File: src/rtl/core/rtf_pkg.sv
// shared types and constants for the printer escape to rtf filter
// depends on nothing; imported by rtf_decode, rtf_serializer and the top level
package rtf_pkg;

  localparam int unsigned TEXT_MAX = 6;
  localparam int unsigned CNT_W    = 3;
  localparam int unsigned IDX_W    = 3;

  // control bytes of the printer stream
  localparam logic [7:0] BYTE_ESC    = 8'h1B;
  localparam logic [7:0] BYTE_FF     = 8'h0C;
  localparam logic [7:0] BYTE_CR     = 8'h0D;
  localparam logic [7:0] BYTE_BSLASH = 8'h5C;
  localparam logic [7:0] BYTE_LBRACE = 8'h7B;
  localparam logic [7:0] BYTE_RBRACE = 8'h7D;

  // escape commands
  localparam logic [7:0] CMD_BOLD_ON   = 8'h45;  // 'E'
  localparam logic [7:0] CMD_BOLD_OFF  = 8'h46;  // 'F'
  localparam logic [7:0] CMD_ITAL_ON   = 8'h34;  // '4'
  localparam logic [7:0] CMD_ITAL_OFF  = 8'h35;  // '5'
  localparam logic [7:0] CMD_UNDERLINE = 8'h2D;  // '-'

  // text element 0 goes out first
  typedef logic [TEXT_MAX-1:0][7:0] text_bytes_t;

  typedef struct packed {
    text_bytes_t            chars;
    logic [CNT_W-1:0]       count;
  } text_t;

  typedef struct packed {
    logic escape_pending;
    logic underline_active;
  } flt_state_t;

  typedef struct packed {
    logic busy;
    logic at_last;
  } ser_status_t;

endpackage

File: src/rtl/core/rtf_decode.sv
// combinational translation of one printer byte into up to six text bytes
// depends on rtf_pkg
module rtf_decode import rtf_pkg::*; (
  input  logic       raw_mode,
  input  logic [7:0] data_byte,
  input  flt_state_t state,
  output text_t      text,
  output flt_state_t state_next
);

  always_comb begin
    text.chars = '0;
    text.count = '0;
    state_next = state;
    if (raw_mode) begin
      text.chars[0] = data_byte;
      text.count    = CNT_W'(1);
    end else if (state.escape_pending) begin
      state_next.escape_pending = 1'b0;
      unique case (data_byte)
        CMD_BOLD_ON: begin
          text.chars[0] = BYTE_BSLASH; text.chars[1] = 8'h62; text.chars[2] = 8'h20;
          text.count = CNT_W'(3);
        end
        CMD_BOLD_OFF: begin
          text.chars[0] = BYTE_BSLASH; text.chars[1] = 8'h62; text.chars[2] = 8'h30;
          text.chars[3] = 8'h20;
          text.count = CNT_W'(4);
        end
        CMD_ITAL_ON: begin
          text.chars[0] = BYTE_BSLASH; text.chars[1] = 8'h69; text.chars[2] = 8'h20;
          text.count = CNT_W'(3);
        end
        CMD_ITAL_OFF: begin
          text.chars[0] = BYTE_BSLASH; text.chars[1] = 8'h69; text.chars[2] = 8'h30;
          text.chars[3] = 8'h20;
          text.count = CNT_W'(4);
        end
        CMD_UNDERLINE: begin
          text.chars[0] = BYTE_BSLASH; text.chars[1] = 8'h75; text.chars[2] = 8'h6C;
          if (state.underline_active) begin
            text.chars[3] = 8'h30; text.chars[4] = 8'h20;
            text.count = CNT_W'(5);
          end else begin
            text.chars[3] = 8'h20;
            text.count = CNT_W'(4);
          end
          state_next.underline_active = ~state.underline_active;
        end
        default: begin
          // unknown command: consumed silently
          text.count = '0;
        end
      endcase
    end else begin
      unique case (data_byte)
        BYTE_FF: begin
          text.chars[0] = BYTE_BSLASH; text.chars[1] = 8'h70; text.chars[2] = 8'h61;
          text.chars[3] = 8'h67; text.chars[4] = 8'h65; text.chars[5] = 8'h20;
          text.count = CNT_W'(6);
        end
        BYTE_CR: begin
          text.chars[0] = BYTE_BSLASH; text.chars[1] = 8'h6C; text.chars[2] = 8'h69;
          text.chars[3] = 8'h6E; text.chars[4] = 8'h65; text.chars[5] = 8'h20;
          text.count = CNT_W'(6);
        end
        BYTE_BSLASH, BYTE_LBRACE, BYTE_RBRACE: begin
          text.chars[0] = BYTE_BSLASH; text.chars[1] = data_byte;
          text.count = CNT_W'(2);
        end
        BYTE_ESC: begin
          state_next.escape_pending = 1'b1;
        end
        default: begin
          text.chars[0] = data_byte;
          text.count    = CNT_W'(1);
        end
      endcase
    end
  end

endmodule

File: src/rtl/core/rtf_serializer.sv
// holds one translated text and sends it out a byte per transfer
// depends on rtf_pkg
module rtf_serializer import rtf_pkg::*; (
  input  logic        clk,
  input  logic        rst,
  input  logic        load,
  input  text_t       text,
  output ser_status_t status,
  output logic        m_tvalid,
  input  logic        m_tready,
  output logic [7:0]  m_tdata,
  output logic        m_tlast
);

  logic             valid;
  text_bytes_t      chars;
  logic [CNT_W-1:0] count;
  logic [IDX_W-1:0] idx;
  logic             at_last;

  assign at_last = (CNT_W'(idx) + CNT_W'(1)) == count;

  always_ff @(posedge clk) begin
    if (rst) begin
      valid <= 1'b0;
      idx   <= '0;
    end else if (load) begin
      valid <= 1'b1;
      idx   <= '0;
    end else if (valid && m_tready) begin
      if (at_last) begin
        valid <= 1'b0;
      end else begin
        idx <= idx + IDX_W'(1);
      end
    end
  end

  always_ff @(posedge clk) begin
    if (load) begin
      chars <= text.chars;
      count <= text.count;
    end
  end

  assign status.busy    = valid;
  assign status.at_last = at_last;

  assign m_tvalid = valid;
  assign m_tdata  = chars[idx];
  assign m_tlast  = valid && at_last;

endmodule

File: src/rtl/core/printer_escape_to_rtf_filter.sv
// top level of the printer escape to rtf filter
// depends on rtf_pkg, rtf_decode and rtf_serializer
//
// usage:
//   slave channel (s_tvalid/s_tready/s_tdata) takes one printer byte per transfer
//   master channel (m_tvalid/m_tready/m_tdata/m_tlast) gives the text bytes;
//   m_tlast marks the final byte caused by one printer byte
//   cfg channel (cfg_valid/cfg_ready/cfg_data) writes raw_mode; always ready,
//   write it only while the filter is idle
// datapath: a byte taken sits in the input register, is translated and, once the
//   output buffer is free, is loaded into it; the buffer's registers drive m_tdata
// throughput: a printer byte that yields n text bytes (1 to 6) holds the output
//   for n transfers; bytes that yield one text byte flow at one per cycle while
//   m_tready stays high, and silent bytes (escape, unknown command) pass the
//   input register without touching the output; the one-byte-wide output sets the pace
// reset: rst (synchronous) empties both registers, clears raw_mode, the
//   escape flag and the underline toggle
// stall: with m_tready low the output buffer holds its byte; the input register
//   still takes bytes until it holds one that yields text, then s_tready drops
module printer_escape_to_rtf_filter import rtf_pkg::*; (
  input  logic       clk,
  input  logic       rst,
  // input bytes
  input  logic       s_tvalid,
  output logic       s_tready,
  input  logic [7:0] s_tdata,   // [7:0] data_byte
  // text bytes
  output logic       m_tvalid,
  input  logic       m_tready,
  output logic [7:0] m_tdata,   // [7:0] out_byte
  output logic       m_tlast,
  // raw_mode register write
  input  logic       cfg_valid,
  output logic       cfg_ready,
  input  logic       cfg_data
);

  logic        raw_mode;
  logic        in_valid;
  logic [7:0]  in_byte;
  flt_state_t  state;
  flt_state_t  state_next;
  text_t       text;
  ser_status_t ser_status;
  logic        ser_free;
  logic        in_advance;
  logic        ser_load;

  // config register, taken any time
  assign cfg_ready = 1'b1;

  always_ff @(posedge clk) begin
    if (rst) begin
      raw_mode <= 1'b0;
    end else if (cfg_valid && cfg_ready) begin
      raw_mode <= cfg_data;
    end
  end

  // input register
  assign s_tready = !in_valid || in_advance;

  always_ff @(posedge clk) begin
    if (rst) begin
      in_valid <= 1'b0;
    end else if (s_tready) begin
      in_valid <= s_tvalid;
    end
  end

  always_ff @(posedge clk) begin
    if (s_tvalid && s_tready) begin
      in_byte <= s_tdata;
    end
  end

  // translation of the held byte against the current escape/underline state
  rtf_decode u_decode (
    .raw_mode   (raw_mode),
    .data_byte  (in_byte),
    .state      (state),
    .text       (text),
    .state_next (state_next)
  );

  // output buffer can take new text when empty or when its last byte leaves now
  assign ser_free   = !ser_status.busy || (m_tready && ser_status.at_last);
  // silent bytes never wait on the output
  assign in_advance = in_valid && ((text.count == '0) || ser_free);
  assign ser_load   = in_advance && (text.count != '0);

  // escape flag and underline toggle move with each translated byte
  always_ff @(posedge clk) begin
    if (rst) begin
      state <= '0;
    end else if (in_advance) begin
      state <= state_next;
    end
  end

  rtf_serializer u_serializer (
    .clk      (clk),
    .rst      (rst),
    .load     (ser_load),
    .text     (text),
    .status   (ser_status),
    .m_tvalid (m_tvalid),
    .m_tready (m_tready),
    .m_tdata  (m_tdata),
    .m_tlast  (m_tlast)
  );

  // checks
  // reset leaves no text pending
  assert property (@(posedge clk) rst |=> !m_tvalid)
    else $error("output valid right after reset");

  // input stalls only with a byte held
  assert property (@(posedge clk) disable iff (rst) !s_tready |-> in_valid)
    else $error("input stalled while input register empty");

  // a loaded text must come out starting at its first byte
  assert property (@(posedge clk) disable iff (rst)
      ser_load |=> m_tvalid && (m_tdata == $past(text.chars[0]))
                   && (m_tlast == ($past(text.count) == CNT_W'(1))))
    else $error("loaded text not presented");

  // raw bytes leave the escape and underline state alone
  assert property (@(posedge clk) disable iff (rst)
      (in_advance && raw_mode) |=> $stable(state))
    else $error("state changed by a raw byte");

endmodule

File: config.mk
export PLATFORM = sky130hd
export DESIGN_NAME = printer_escape_to_rtf_filter
export DESIGN_NICKNAME = d
export VERILOG_FILES = /design/src/rtl/core/rtf_pkg.sv /design/src/rtl/core/rtf_decode.sv /design/src/rtl/core/rtf_serializer.sv /design/src/rtl/core/printer_escape_to_rtf_filter.sv
export SDC_FILE = /design/constraint.sdc
export NUM_CORES = 1
export LEC_CHECK = 0
export ABC_AREA = 1
export BUFFER_PORTS_ARGS = -buffer_cell sky130_fd_sc_hd__buf_2
export CAP_MARGIN = 5
export CELL_PAD_IN_SITES_DETAIL_PLACEMENT = 1
export CELL_PAD_IN_SITES_GLOBAL_PLACEMENT = 2
export CORE_MARGIN = 2
export CORE_UTILIZATION = 33
export DETAILED_ROUTE_END_ITERATION = 6
export GPL_ROUTABILITY_DRIVEN = 0
export PLACE_DENSITY = 0.84
export SLEW_MARGIN = 20
export SYNTH_ARGS = -nofsm -noshare
export SYNTH_HDL_FRONTEND = slang
export SYNTH_SLANG_ARGS = --single-unit
File: constraint.sdc
create_clock -name clk -period 2.3 [get_ports clk]
set_clock_uncertainty 0.05 [all_clocks]
set_input_delay 0.46 -clock clk [delete_from_list [all_inputs] [get_ports clk]]
set_output_delay 0.46 -clock clk [all_outputs]
set_load 0.03 [all_outputs]
### Word level (Yosys, flattened, before mapping)

Index checks and enable logic that the tools add are counted.

| storage, ports and cells | value |
|---|---|
| flip-flop bits (word level) | 67 |
| output and inout port bits | 12 |
| word-level logic and storage cells | 75 |

| cells by class | value |
|---|---|
| add/sub/neg operators | 1 |
| order comparisons | 1 |
| equality and inequality tests | 12 |
| mux-type cells | 19 |
| bitwise gates (word level) | 3 |
| reductions and logical operators | 25 |

Operator list:

| operator | count |
|---|---|
| case mux 23 bit (5 select lines) | 1 |
| case mux 30 bit (2 select lines) | 1 |
| 2-to-1 mux 43 bit | 1 |
| == test 8 x 7 -> 1 bit (second input constant) | 5 |
| case mux 11 bit (3 select lines) | 1 |
| binary-select mux 8 bit (select 3 bit) | 1 |
| == test 8 x 6 -> 1 bit (second input constant) | 3 |
| case mux 8 bit (3 select lines) | 1 |
| == test 8 x 4 -> 1 bit (second input constant) | 2 |
| case mux 8 bit (2 select lines) | 1 |
| 2-to-1 mux 6 bit | 2 |
| 2-to-1 mux 11 bit | 1 |
| OR reduction 2 bit | 5 |
| case mux 3 bit (3 select lines) | 1 |
| == test 8 x 5 -> 1 bit (second input constant) | 1 |
| 2-to-1 mux 8 bit | 1 |
| logical AND 1 bit | 6 |
| 2-to-1 mux 1 bit | 6 |
| AND reduction 2 bit | 3 |
| 2-to-1 mux 5 bit | 1 |
| less-than comparator 3 x 4 -> 1 bit (second input constant) | 1 |
| AND reduction 4 bit | 1 |
| nonzero test 2 bit | 2 |
| adder 3 x 1 -> 3 bit (second input constant) | 1 |
| 7 further kinds | 12 |

### Logic depth before layout (Yosys ltp)

| logic depth | value |
|---|---|
| depth after elaboration | 11 |
| mapped depth | 14 |

### Hierarchy

From an unflattened synthesis, not the netlist that was laid out.

| unflattened totals | value |
|---|---|
| cell total of the unflattened synthesis | 390 |
| area total of the unflattened synthesis | 3507.1 µm² |

By module, submodules not included:

| module | instances | cells each | area an instance (µm²) | sequential area each (µm²) |
|---|---|---|---|---|
| rtf_serializer | 1 | 185 | 2249.7 | 1611.5 |
| rtf_decode | 1 | 164 | 802.0 | 0.0 |
| printer_escape_to_rtf_filter | 1 | 41 | 455.4 | 320.3 |

### Least setup slack after synthesis

Ideal clock, no wire load.

| timing | value |
|---|---|
| path type | register -> register |
| from | register u_serializer.idx[1] |
| to | register u_serializer.chars[0] in the netlist's numbering, enable pin |
| setup time | 0.385 ns |
| arrival | 1.941 ns |
| data required time | 1.865 ns |
| setup slack | -0.076 ns |
| cell stages (with the launch flop) | 10 |
| clock period less this slack | 2.376 ns |
| path through | dfxtp_1 ha_1 xor2_2 xnor2_1 nand2_1 nand2_2 nand2_2 a21boi_2 nand2_1 inv_1 |

| between the ends | value |
|---|---|
| longest elaborated chain between the ends | 7 |

RTL lines:

| element | RTL line | RTL |
|---|---|---|
| from (decl) | rtf_serializer.sv:18 | `logic [IDX_W-1:0] idx;` |
| from (signal assigned) | rtf_serializer.sv:34 | `idx <= idx + IDX_W'(1);` |
| adder 3 x 1 -> 3 bit | rtf_serializer.sv:21 | `assign at_last = (CNT_W'(idx) + CNT_W'(1)) == count;` |
| == test 3 bit | rtf_serializer.sv:21 |  |
| logical AND 1 bit | printer_escape_to_rtf_filter.sv:87 | `assign ser_free = !ser_status.busy \|\| (m_tready && ser_status.at_last);` |
| logical OR 1 bit | printer_escape_to_rtf_filter.sv:87 |  |
| logical OR 1 bit | printer_escape_to_rtf_filter.sv:89 | `assign in_advance = in_valid && ((text.count == '0) \|\| ser_free);` |
| logical AND 1 bit | printer_escape_to_rtf_filter.sv:89 |  |
| logical AND 1 bit | printer_escape_to_rtf_filter.sv:90 | `assign ser_load = in_advance && (text.count != '0);` |
| via ser_load | printer_escape_to_rtf_filter.sv:47 | `logic ser_load;` |
| to (signal assigned) | rtf_serializer.sv:41 | `chars <= text.chars;` |
| to (decl) | rtf_serializer.sv:16 | `text_bytes_t chars;` |

The timed path passes the listed nets, and every way through them passes these cells.
A chain may end at the register's enable or synchronous reset.

### Final worst setup path

| timing | value |
|---|---|
| from | register in_byte[1] |
| to | output s_tready |

| between the ends | value |
|---|---|
| longest elaborated chain between the ends | 9 |

RTL lines:

| element | RTL line | RTL |
|---|---|---|
| from (decl) | printer_escape_to_rtf_filter.sv:40 | `logic [7:0] in_byte;` |
| from (signal assigned) | printer_escape_to_rtf_filter.sv:73 | `in_byte <= s_tdata;` |
| == test 8 x 7 -> 1 bit (tied with other cells) | rtf_decode.sv:56 | `unique case (data_byte)` |
| OR reduction 3 bit or OR reduction 2 bit (tied branches) | n/a |  |
| case mux 11 bit (3 select lines) or case mux 3 bit (3 select lines) (tied branches) | rtf_decode.sv:56, rtf_decode.sv:20 |  |
| 2-to-1 mux 43 bit (*) | rtf_decode.sv:18 | `end else if (state.escape_pending) begin` |
| 2-to-1 mux 11 bit (*) | rtf_decode.sv:15 | `if (raw_mode) begin` |
| zero test 3 bit (*) | printer_escape_to_rtf_filter.sv:89 |  |
| logical OR 1 bit (*) | printer_escape_to_rtf_filter.sv:89 |  |
| logical AND 1 bit (*) | printer_escape_to_rtf_filter.sv:89 |  |
| logical OR 1 bit (*) | printer_escape_to_rtf_filter.sv:61 | `assign s_tready = !in_valid \|\| in_advance;` |
| to (decl) | printer_escape_to_rtf_filter.sv:25 | `output logic s_tready,` |

Mark *: on every way between the ends. The rest lies on a longest branch, timed or not.

==> results.md <==
- Status: finished clean
- Data arrival, critical path: roughly 1.8 ns
- Die footprint: 8110 um2
- Slew Limit Fails: 0
- Yosys warns: 0
- Design area: between 3000 and 4000 um2
- Layout area overhead: 27.7%
- Synth Instances: roughly 270
- Core footprint: around 7200 um2
- Rows: 31
- Fmax: ~0.44 GHz
- Origin of the worst setup path: in_byte[1]$_DFFE_PP_
- Syn_nets: between 200 and 300
- Crit path max fanout: 4
- CP endpoint kind: output port
- Final antenna-violating net count: 0
- Worst hold path startpoint: s_tdata[6]
- Top-Level Pins: 26
- CP max stage cell: edfxtp_1
- Worst Path Required: around 1.8 ns
- Final setup margin: around 0.011 ns
- Share of cells above drive strength 1: a little under two fifths
- Initial Util: between 30% and 40%
- Hold_ws: 0.279 ns
- Via-to-Cell Ratio: approximately 4.7
- Final Hold Viols: 0
- Min Clock Period, post-route: about 2.3 ns
- Global-route wire length before repair: about 9.5 mm
- Sequential element share of the synthesized area: a little over half
- Leak: approximately 0.0013 uW
- DRC: 0
- Iter 0 DRT Violations: between 70 and 80
- Reg clk slew, reported paths: 0.09 ns
- Finished Layout Cells: roughly 430
- Final nets: 340
- Vias: just under 2,000
- Crit path cell chain: inv_2 -> nand2_2 -> nor2_4 -> nand2_2 -> nand2_2 -> nand2_4 -> nand2_4 -> nor2_4 -> nand2_4 -> nand3_4 -> buf_6
- Avg Synthesized Cell Area: 9.09 um2
- Avg WL per Cell: between 10 and 15 um
- Power Density: roughly 570 nW/um2
- H-tree lvl count: 2
- Mapped Area: between 2000 and 2500 um2
- Grt total ovfl: 0
- WL final: 5.99 mm
- Die X: ~90 um
- Final setup violation count: 0
- CTS Buf Count: 5
- Root Driver: clkbuf_8
- Reg2Reg Launch Point: in_byte[2]$_DFFE_PP_
- CTS tree: built
- Cells after DPL: 390
- Vias in the first global route: between 1,500 and 2,000
- Register area: approximately 1300 um2
- RSZ-0062 raised after global routing: yes
- Post-placement setup slack: approximately 0.096 ns
- Port-buffer cells: 24
- Worst setup SP type: flip-flop
- Worst-Skew Late Latency: 0.30 ns
- DIE HEIGHT: around 90 um
- Post-layout util: a little over two fifths
- Area occupied by multi-input gates: about 1100 um2
- Synth cell types: 37
- Type of the tightest min-delay check: primary input to flip-flop
- Post-DP Area: 2700 um2
- Clock buffer depth: 2
- Fillers: a little under 900
- Gr usage total: between 10% and 20%
- Number of diodes: 0
- VDD IR max: ~0.21 mV
- Post-DP HPWL: approximately 4.3 mm
- Post-synthesis register bit count: between 40 and 50
- CP max stage delay: roughly 0.44 ns
- MaxCap Viol Count: 0
- Initial DRT Pass Iterations: 4
- Pin count of the biggest net entering global routing: 31
- Final period util: between 90% and 100%
- CTS sink cnt: 46
- WS Path Type: flip-flop to output port
- Antenna violations before repair: 0
-- synth_stat cells (all sizes together) --
| cell type | count | area [um2] |
|---|---|---|
| inv | 39 | 146 |
| a31oi | 2 | 12.5 |
| o221ai | 1 | 8.76 |
| nand4 | 3 | 18.8 |
| o31ai | 2 | 15.0 |
| xnor2 | 2 | 17.5 |
| xor2 | 3 | 33.8 |
| nor4 | 1 | 6.26 |
| buf | 4 | 23.8 |
| a21boi | 2 | 18.8 |
| ha | 1 | 12.5 |
| o211ai | 2 | 15.0 |
| edfxtp | 38 | 1140 |
| a31o | 1 | 8.76 |
| o32ai | 1 | 8.76 |
| conb | 2 | 7.51 |
| nor2 | 54 | 250 |
| o22ai | 2 | 12.5 |
| a21oi | 7 | 35.0 |
| clkbuf | 1 | 3.75 |
| o21ai | 19 | 95.1 |
| nand3b | 2 | 15.0 |
| nand2 | 57 | 279 |
| dfxtp | 8 | 160 |
| nand3 | 13 | 85.1 |
| a22o | 1 | 8.76 |
| nor3 | 1 | 5.00 |
-- sequential cells by signal, indices dropped and copies added, names as in the netlist --
| name | flops |
|---|---|
| u_serializer.m_tvalid | 1 |
| raw_mode | 1 |
| u_serializer.count | 3 |
| state | 2 |
| u_serializer.idx | 3 |
| in_byte | 8 |
| u_serializer.chars | 27 |
| in_valid | 1 |
-- cells in the final DEF, fill, tap and decap left out, types with 3 or more instances in the layout --
master	netlist	final
edfxtp_1	38	38
inv_2	5	8
dfxtp_1	8	7
nand4_1	3	3
nand2_1	41	37
nor2_2	7	11
nand2_4	5	7
buf_2	1	23
clkbuf_8	0	5
buf_6	0	3
nand3_2	4	3
inv_1	34	29
clkinvlp_4	0	3
a21oi_1	7	7
buf_4	2	25
o21ai_0	19	19
nand2_2	11	13
nor2_4	4	9
nand3_1	9	9
nor2_1	43	34
-- metrics by stage --
stage	TNS [ns]	total power, uW
2_1_floorplan	0	1160
3_3_place_gp	0	1240
3_5_place_dp	0	1240
4_1_cts	0	1750
5_1_grt	-2.41	1870
6_report	0	1790
-- logic make-up (layout without fill, tap and decap cells) --
group                      after synthesis  count (layout)  synth area share [%]
buffers and inverters                   44             101                  7.11
and+or+nand+nor                        131             131                  27.0
xor gates and xnor gates                 5               5                  2.10
adders and majority gates                1               1                 0.512
AOI/OAI and AO/OA                       40              40                  9.77
other                                    2               2                 0.307
DFF                                     46              46                  53.2
-- layout make-up --
class	count	share of cell area [%]
repair buffers	54	12.7
well taps	99	3.97
multi-input cells	179	33.8
clock buffers	5	2.20
flip-flops and latches	46	41.7
clock inverters	3	0.681
inverters	39	4.93
-- where the power goes --
group	switching (uW)	internal, uW
clock	285	214
combinational	191	121
sequential	27.8	955
-- critical path, delay by kind of cell, from the launching register on --
kind          cells  cell delay (ns)
buf+inv           2             0.28
flops             1             0.44
simple gates      9             0.76
-- layer usage --
layer	routed length (um)	vias up	GRT usage [%]
met5	0	-	0
met3	173	12	2.68
met2	3150	32	26.3
met4	129	0	5.00
li1	-	994	-
met1	2540	939	17.3
-- path summary, 6_finish.rpt --
| check | end | slack, ns | depth (start not counted) |
|---|---|---|---|
| worst max-delay path | s_tready | 0.01 | 11 |
| worst max register to register | u_serializer.count[0]$_DFFE_PP_ | 0.02 | 11 |
| worst min-delay path | in_byte[6]$_DFFE_PP_ | 0.28 | 1 |
| worst min register to register | state[1]$_SDFFE_PP0P_ | 0.48 | 2 |
-- what timing repair did --
action	CTS	global route
cloned	0	2
setup endpoints to repair	2	34
hold buffers	0	0
setup buffers	11	14
pin swaps	2	6
gates resized for setup	16	17
Note: power is estimated with default switching activity, not from simulation.
